===== src/hw/rtl/llc_pkg.sv =====
package llc_pkg;

  localparam int LEVEL_COUNT = 5;
  localparam logic [2:0] LEVEL_MAX = 3'(LEVEL_COUNT - 1);

  localparam logic [2:0] CFG_PROFILE           = 3'd0;
  localparam logic [2:0] CFG_TEMP_LIMIT_HIGH   = 3'd1;
  localparam logic [2:0] CFG_TEMP_LIMIT_MID    = 3'd2;
  localparam logic [2:0] CFG_BATTERY_LOW_LIMIT = 3'd3;
  localparam logic [2:0] CFG_LONG_PRESS_TICKS  = 3'd4;
  localparam logic [2:0] CFG_BLINK_DURATION    = 3'd5;

  localparam logic [1:0]  PROFILE_RESET     = 2'd2;
  localparam logic [11:0] TEMP_HIGH_RESET   = 12'd2873;
  localparam logic [11:0] TEMP_MID_RESET    = 12'd2637;
  localparam logic [11:0] BATT_LOW_RESET    = 12'd2250;
  localparam logic [9:0]  LONG_PRESS_RESET  = 10'd512;
  localparam logic [8:0]  BLINK_DUR_RESET   = 9'd500;

  // blink period 40 = 8 * 5
  localparam int BLINK_LOW_BITS = 3;
  localparam int BLINK_ODD      = 5;

  localparam logic [9:0] PRESS_MAX = 10'h3FF;

  localparam logic [5:0] DUTY_TAB [4][8] = '{
    '{6'd0, 6'd1,  6'd2,  6'd3,  6'd3,  6'd0, 6'd0, 6'd0},
    '{6'd0, 6'd12, 6'd25, 6'd50, 6'd25, 6'd0, 6'd0, 6'd0},
    '{6'd0, 6'd12, 6'd25, 6'd50, 6'd0,  6'd0, 6'd0, 6'd0},
    '{6'd0, 6'd12, 6'd50, 6'd0,  6'd0,  6'd0, 6'd0, 6'd0}
  };

  localparam logic STROBE_TAB [4][8] = '{
    '{1'b0, 1'b0, 1'b0, 1'b0, 1'b1, 1'b0, 1'b0, 1'b0},
    '{1'b0, 1'b0, 1'b0, 1'b0, 1'b1, 1'b0, 1'b0, 1'b0},
    '{1'b0, 1'b0, 1'b0, 1'b0, 1'b0, 1'b0, 1'b0, 1'b0},
    '{1'b0, 1'b0, 1'b0, 1'b0, 1'b0, 1'b0, 1'b0, 1'b0}
  };

  localparam logic [4:0] STROBE_SPEED [4] = '{5'd20, 5'd8, 5'd0, 5'd8};
  localparam logic [2:0] TOP_LEVEL [4]    = '{3'd4, 3'd4, 3'd3, 3'd2};

  typedef struct packed {
    logic        level_write;
    logic [2:0]  level_value;
    logic [11:0] lamp_temperature;
    logic [11:0] battery_voltage;
    logic        button_down;
    logic        reset_advance;
  } in_item_t;

  typedef struct packed {
    logic [5:0] pwm_duty;
    logic       pwm_running;
    logic       status_led;
    logic       enter_stop;
    logic [2:0] light_level;
    logic       battery_blinking;
  } out_item_t;

  typedef struct packed {
    logic [1:0]  profile;
    logic [11:0] temp_limit_high;
    logic [11:0] temp_limit_mid;
    logic [11:0] battery_low_limit;
    logic [9:0]  long_press_ticks;
    logic [8:0]  blink_duration;
  } cfg_t;

  typedef struct packed {
    logic [2:0] level;
    logic [2:0] last_level;
    logic       strobe_phase;
    logic [4:0] strobe_wait;
    logic [1:0] off_stage;
    logic [9:0] press_count;
    logic       battery_critical;
    logic [8:0] blink_timer;
    logic       led_state;
    logic [5:0] duty_hold;
    logic       pwm_on;
  } state_t;

  function automatic logic [2:0] sat_level(input logic [2:0] v);
    return (v > LEVEL_MAX) ? LEVEL_MAX : v;
  endfunction

endpackage


===== src/hw/rtl/llc_step.sv =====
module llc_step (
  input  llc_pkg::state_t   cur,
  input  llc_pkg::cfg_t     cfg,
  input  llc_pkg::in_item_t item,
  output llc_pkg::state_t   nxt,
  output llc_pkg::out_item_t res
);
  import llc_pkg::*;

  function automatic logic is_mult_odd(input logic [8-BLINK_LOW_BITS:0] q);
    logic hit;
    hit = 1'b0;
    for (int i = 0; i * BLINK_ODD < (1 << (9 - BLINK_LOW_BITS)); i++) begin
      hit = hit | (q == (9-BLINK_LOW_BITS)'(i * BLINK_ODD));
    end
    return hit;
  endfunction

  always_comb begin
    state_t     s;
    logic       stop;
    logic [2:0] cap;
    logic       strobe_now;
    s    = cur;
    stop = 1'b0;
    cap  = 3'd0;
    strobe_now = 1'b0;

    if (item.level_write) begin
      s.level = sat_level(item.level_value);
    end
    if (item.reset_advance && s.off_stage == 2'd1) begin
      s.off_stage = 2'd2;
    end

    if (s.battery_critical) begin
      s.blink_timer = 9'(s.blink_timer - 9'd1);
      if (s.level != 3'd0) begin
        s.battery_critical = 1'b0;
      end else begin
        if (s.blink_timer == 9'd0) begin
          stop = 1'b1;
          s.battery_critical = 1'b0;
          s.led_state = 1'b0;
          s.level = 3'd1;
        end
        if (s.blink_timer[BLINK_LOW_BITS-1:0] == '0 &&
            is_mult_odd(s.blink_timer[8:BLINK_LOW_BITS])) begin
          s.led_state = ~s.led_state;
        end
      end
    end else begin
      if (item.lamp_temperature > cfg.temp_limit_high) begin
        cap = 3'd1;
      end else if (item.lamp_temperature > cfg.temp_limit_mid) begin
        cap = 3'd2;
      end else begin
        cap = sat_level(TOP_LEVEL[cfg.profile]);
      end
      if (s.level > cap) begin
        s.level = cap;
      end

      if (s.off_stage == 2'd2) begin
        s.off_stage = 2'd0;
        s.level = 3'd0;
        s.last_level = 3'd1;
      end

      strobe_now = STROBE_TAB[cfg.profile][s.level];
      if (s.last_level != s.level || (s.strobe_wait == 5'd0 && strobe_now)) begin
        s.last_level = s.level;
        s.pwm_on = 1'b0;
        if (s.level == 3'd0 && s.off_stage == 2'd0) begin
          if (item.battery_voltage < cfg.battery_low_limit) begin
            s.battery_critical = 1'b1;
            s.blink_timer = cfg.blink_duration;
          end else begin
            stop = 1'b1;
            s.level = 3'd1;
          end
        end else begin
          if (!strobe_now) begin
            s.duty_hold = DUTY_TAB[cfg.profile][s.level];
          end else begin
            if (s.strobe_phase) begin
              s.duty_hold = 6'd0;
              s.strobe_phase = 1'b0;
            end else begin
              s.duty_hold = DUTY_TAB[cfg.profile][s.level];
              s.strobe_phase = 1'b1;
            end
            s.strobe_wait = STROBE_SPEED[cfg.profile];
          end
          s.pwm_on = 1'b1;
        end
      end

      if (s.strobe_wait != 5'd0) begin
        s.strobe_wait = 5'(s.strobe_wait - 5'd1);
      end

      if (item.button_down && s.off_stage == 2'd0) begin
        if (s.press_count != PRESS_MAX) begin
          s.press_count = 10'(s.press_count + 10'd1);
        end
        if (s.press_count > cfg.long_press_ticks) begin
          s.off_stage = 2'd1;
          s.last_level = 3'd1;
          s.level = 3'd0;
        end
      end else begin
        s.press_count = 10'd0;
      end

      s.led_state = 1'b1;
    end

    nxt = s;
    res.pwm_duty         = s.duty_hold;
    res.pwm_running      = s.pwm_on;
    res.status_led       = s.led_state;
    res.enter_stop       = stop;
    res.light_level      = s.level;
    res.battery_blinking = s.battery_critical;
  end

endmodule


===== src/hw/rtl/lamp_level_controller.sv =====
// pipeline: each input beat passes the input register, then the result register
// throughput: one beat per cycle when out_ready is high; the tick update is one pass
// of logic from the input register and the controller state into the result register
// reset: synchronous active-low rst_n clears all state, empties both registers
// and loads the configuration registers with their default values
module lamp_level_controller (
  input  logic                clk,
  input  logic                rst_n,
  input  logic                in_valid,
  output logic                in_ready,
  input  llc_pkg::in_item_t   in_data,
  output logic                out_valid,
  input  logic                out_ready,
  output llc_pkg::out_item_t  out_data,
  input  logic                cfg_valid,
  output logic                cfg_ready,
  input  logic [2:0]          cfg_index,
  input  logic [11:0]         cfg_data
);
  import llc_pkg::*;

  logic      in_valid_r;
  in_item_t  in_item_r;
  logic      out_valid_r;
  out_item_t out_item_r;
  state_t    state_r;
  state_t    state_nxt;
  out_item_t res_nxt;
  cfg_t      cfg_r;
  logic      advance;

  assign advance   = in_valid_r && (!out_valid_r || out_ready);
  assign in_ready  = !in_valid_r || advance;
  assign out_valid = out_valid_r;
  assign out_data  = out_item_r;
  assign cfg_ready = 1'b1;

  llc_step u_step (
    .cur  (state_r),
    .cfg  (cfg_r),
    .item (in_item_r),
    .nxt  (state_nxt),
    .res  (res_nxt)
  );

  always_ff @(posedge clk) begin
    if (!rst_n) begin
      in_valid_r  <= 1'b0;
      out_valid_r <= 1'b0;
      state_r     <= '0;
    end else begin
      if (in_ready) begin
        in_valid_r <= in_valid;
      end
      if (advance) begin
        out_valid_r <= 1'b1;
        state_r     <= state_nxt;
      end else if (out_ready) begin
        out_valid_r <= 1'b0;
      end
    end
  end

  always_ff @(posedge clk) begin
    if (in_ready && in_valid) begin
      in_item_r <= in_data;
    end
    if (advance) begin
      out_item_r <= res_nxt;
    end
  end

  always_ff @(posedge clk) begin
    if (!rst_n) begin
      cfg_r.profile           <= PROFILE_RESET;
      cfg_r.temp_limit_high   <= TEMP_HIGH_RESET;
      cfg_r.temp_limit_mid    <= TEMP_MID_RESET;
      cfg_r.battery_low_limit <= BATT_LOW_RESET;
      cfg_r.long_press_ticks  <= LONG_PRESS_RESET;
      cfg_r.blink_duration    <= BLINK_DUR_RESET;
    end else if (cfg_valid && cfg_ready) begin
      case (cfg_index)
        CFG_PROFILE:           cfg_r.profile           <= cfg_data[1:0];
        CFG_TEMP_LIMIT_HIGH:   cfg_r.temp_limit_high   <= cfg_data;
        CFG_TEMP_LIMIT_MID:    cfg_r.temp_limit_mid    <= cfg_data;
        CFG_BATTERY_LOW_LIMIT: cfg_r.battery_low_limit <= cfg_data;
        CFG_LONG_PRESS_TICKS:  cfg_r.long_press_ticks  <= cfg_data[9:0];
        CFG_BLINK_DURATION:    cfg_r.blink_duration    <= cfg_data[8:0];
        default: begin
        end
      endcase
    end
  end

endmodule

===== config.mk =====
export PLATFORM = sky130hd
export DESIGN_NAME = lamp_level_controller
export DESIGN_NICKNAME = d
export VERILOG_FILES = /design/src/hw/rtl/llc_pkg.sv /design/src/hw/rtl/llc_step.sv /design/src/hw/rtl/lamp_level_controller.sv
export SDC_FILE = /design/constraint.sdc
export NUM_CORES = 1
export LEC_CHECK = 0
export BUFFER_PORTS_ARGS = -buffer_cell sky130_fd_sc_hd__buf_2
export CORE_MARGIN = 1.5
export CORE_UTILIZATION = 25
export DETAILED_ROUTE_END_ITERATION = 8
export SYNTH_ARGS = -nofsm -noshare
export SYNTH_HDL_FRONTEND = slang
export SYNTH_SLANG_ARGS = --single-unit
export TNS_END_PERCENT = 50

===== constraint.sdc =====
create_clock -name clk -period 7.42 [get_ports clk]
set_clock_uncertainty 0.05 [all_clocks]
set_input_delay 0.371 -clock clk [delete_from_list [all_inputs] [get_ports clk]]
set_output_delay 0.371 -clock clk [all_outputs]
set_load 0.03 [all_outputs]

==> out/metrics.csv <==
metric,value,unit
worstHoldPathType,in2reg,
post-cts-setup-buffers,0,
p_per_area,228.8,mW/mm²
rows,64,
tritoncts,built,
critical_path_class,reg2reg,
worstMarginPinSlew,1129,ps
synth_ff_type,dfxtp_1,
tns,0,ps
dp_slack,2199,ps
vias_per_cell,4.734,
cts.repair.resized,0,
hold_viol_final,0,
postSynthAreaPerCell,9.023,µm²
cts_num_sinks,144,
whs_endpoint,in_item_r[18]$_DFFE_PP_,
cts_root_buffer,clkbuf_16,
ys_seq_elements,144,
cts.path.max_buffers,2,
synth_nets,985,
grt_max_degree,83,
slew_headroom,24.16,%
fin_crit_sh,71.77,%
cts_made_buffers,17,
syn_inst,878,
drv_cap,0,
synth_area,0.007923,mm²
setup_viol,0,
area_delta_synth_final,16.47,%
drive_gt1_share,14.13,%
slew_violations,0,
yosys.area.top_type,dfxtp_1,
grtUsageMet2,19.14,%
reg2reg_to,out_data[7]$_DFFE_PP_,
grt_antenna_before_repair,0,
drtPass1Iterations,4,
hold_depth,1,
setup_ws,2095,ps
grt_pass1_wl,31400,µm
die-area,0.03277,mm²
h-tree-depth,4,
async_reset_ff_share,0,%
io_pins,66,
grt-busiest-layer,met2,
num-nets-final,1035,
r2r-start,in_item_r[24]$_DFFE_PP_,
diodes,0,
fmax,187.8,MHz
multi_input_area,0.004219,mm²
core,0.03091,mm²
ys_warn_count,0,
fillers,3242,
met3_usage,3.044,%
start_util,25.63,%
rsz0062_at_grt,no,
status,finished clean,
static-leakage-power,3.556,nW
min_period,5325,ps
wl_per_cell,14.55,µm
ir_drop,0.1538,mV
clk-insertion-delay-late,430,ps
power,0.002111,W
worstHoldStart,in_data[18],
grt_pass1_vias,6032,
start_kind,register,
port-buffer-count,64,
ff2ff_path_depth,15,
regArea,0.003313,mm²
ant_nets,0,
synth.top_cell.area_share,25.52,%
met1_usage,16.18,%
holdWs,56.33,ps
die_w,181.0,µm
synth_area_leaders,"dfxtp_1 (26%), edfxtp_1 (16%), ha_1 (9.0%)",
cp.required,7540,ps
wirelength,19450,µm
clk_pin_slew_worst_paths,70,ps
vias,6330,
cp_max_fo,16,
layoutNonFillerInstCount,1337,
die_y,181.0,µm
drc,0,
cp_data_arrival_time,5450,ps
gp_congestion,0.8210,
synth_edf_count,43,
yosysSeqAreaShare,41.82,%
reg2reg_slack,2090,ps
ys_types,71,
drtIter0Drc,446,
crit_path_end_kind,register,
grt-ovfl-total,0,
dp_cells,1305,
place_hpwl,14300,µm
postCtsHoldBufs,0,
grt_usage,12.13,%
-- routing by layer --
metal	wire (µm)	part of all wire, %	vias up
li1	-	-	3257
met1	9740	50	2957
met2	8689	45	101
met3	736	3.8	15
met4	282	1.4	0
met5	0	0	-
-- cell families after synthesis --
logic type / count (synthesis) / share of synthesized area, %
AO/OA/AOI/OAI: 212 / 19.27
flip-flops: 144 / 41.82
buffers and inverters: 101 / 4.927
adder cells (fa/ha/maj): 57 / 9.002
XOR/XNOR: 19 / 2.100
other: 1 / 0.04733
AND/OR/NAND/NOR: 320 / 19.66
multiplexers: 24 / 3.174
-- critical path: stages (launching register included) --
cell and delay (ps):
edfxtp_1 410, ha_1 350, nand4_2 180, a211o_1 360, a31oi_1 340, nand2_1 110
ha_1 330, nor2b_1 140, o21ai_0 110, a32oi_1 410, a31oi_2 420, nor4_2 740
nand2_2 180, a21oi_2 310, nand2b_1 260, mux2_1 390
-- cell usage after synthesis (3+ instances only) --
master	instances
nor3b_1	6
a21boi_0	34
and3_1	13
nand3_1	26
dfxtp_1	101
or2_2	3
o2111ai_1	3
a21oi_1	29
or4_1	4
a221oi_1	4
a31o_2	3
and2_1	8
nand2b_1	7
ha_1	57
xnor2_1	14
nand4_1	15
a21o_1	7
nand2_1	140
o21ai_0	36
clkbuf_1	37
a22o_1	3
o211ai_1	23
and4_1	3
a41oi_1	3
nor2_1	36
o221a_2	10
o31ai_1	4
inv_1	60
nor3_1	12
or3_1	5
edfxtp_1	43
mux2i_1	15
xor2_1	5
nor4_1	6
nor2b_1	26
nand3b_1	4
o21a_1	10
mux2_2	8
a211oi_1	4
a22oi_1	12
a31oi_1	3
-- flip-flops by register name (all words and copies together) (netlist names) --
signal,cells
state_r,42
out_valid,1
out_data,13
cfg_r,57
in_valid_r,1
in_item_r,30
-- layout make-up --
cell class	count	area share (%)
inverters	61	2.481
well taps	396	5.369
multi-input cells	633	45.72
clock buffers	17	4.610
flip-flops and latches	144	35.91
clock inverters	15	1.871
repair buffers	71	4.041
-- stage by stage --
stage	utilization, %	cell area (µm²)
detailed placement	27.92	8630
finish	29.85	9228
floorplan	-	7923
CTS	29.85	9228
global route	29.85	9228
global placement	27.92	8630
-- power breakdown --
group	total [W]	switching (W)	internal, W
clock network	0.000880	0.000373	0.000507
registers	0.000875	0.0000223	0.000853
logic	0.000357	0.000223	0.000134
-- layout by cell type, fill, tap and decap left out, types with 10 or more instances in the layout --
cell type  Yosys  routed
a21boi_0      34      34
a21oi_1       29      29
a22oi_1       12      12
and3_1        13      13
buf_2          0      64
clkbuf_16      0      17
dfxtp_1      101     101
edfxtp_1      43      43
ha_1          57      57
inv_1         60      60
mux2i_1       15      15
nand2_1      140     140
nand3_1       26      26
nand4_1       15      15
nor2_1        36      36
nor2b_1       26      26
nor3_1        12      12
o211ai_1      23      23
o21a_1        10      10
o21ai_0       36      36
o221a_2       10      10
xnor2_1       14      14
-- worst max-delay path by stage --
stage / cells past startpoint / endpoint / slack [ps] / startpoint
after floorplan: 17 / out_data[7]$_DFFE_PP_ / 3000 / in_item_r[24]$_DFFE_PP_
after global placement: 16 / state_r[15]$_SDFFE_PN0P_ / 2320 / in_item_r[25]$_DFFE_PP_
after detailed placement: 15 / out_data[7]$_DFFE_PP_ / 2200 / in_item_r[24]$_DFFE_PP_
after CTS: 15 / out_data[7]$_DFFE_PP_ / 2150 / in_item_r[23]$_DFFE_PP_
after global routing: 16 / out_data[7]$_DFFE_PP_ / 1690 / in_item_r[23]$_DFFE_PP_
final: 15 / out_data[7]$_DFFE_PP_ / 2090 / in_item_r[24]$_DFFE_PP_
Note: power is estimated with default switching activity, not from simulation.
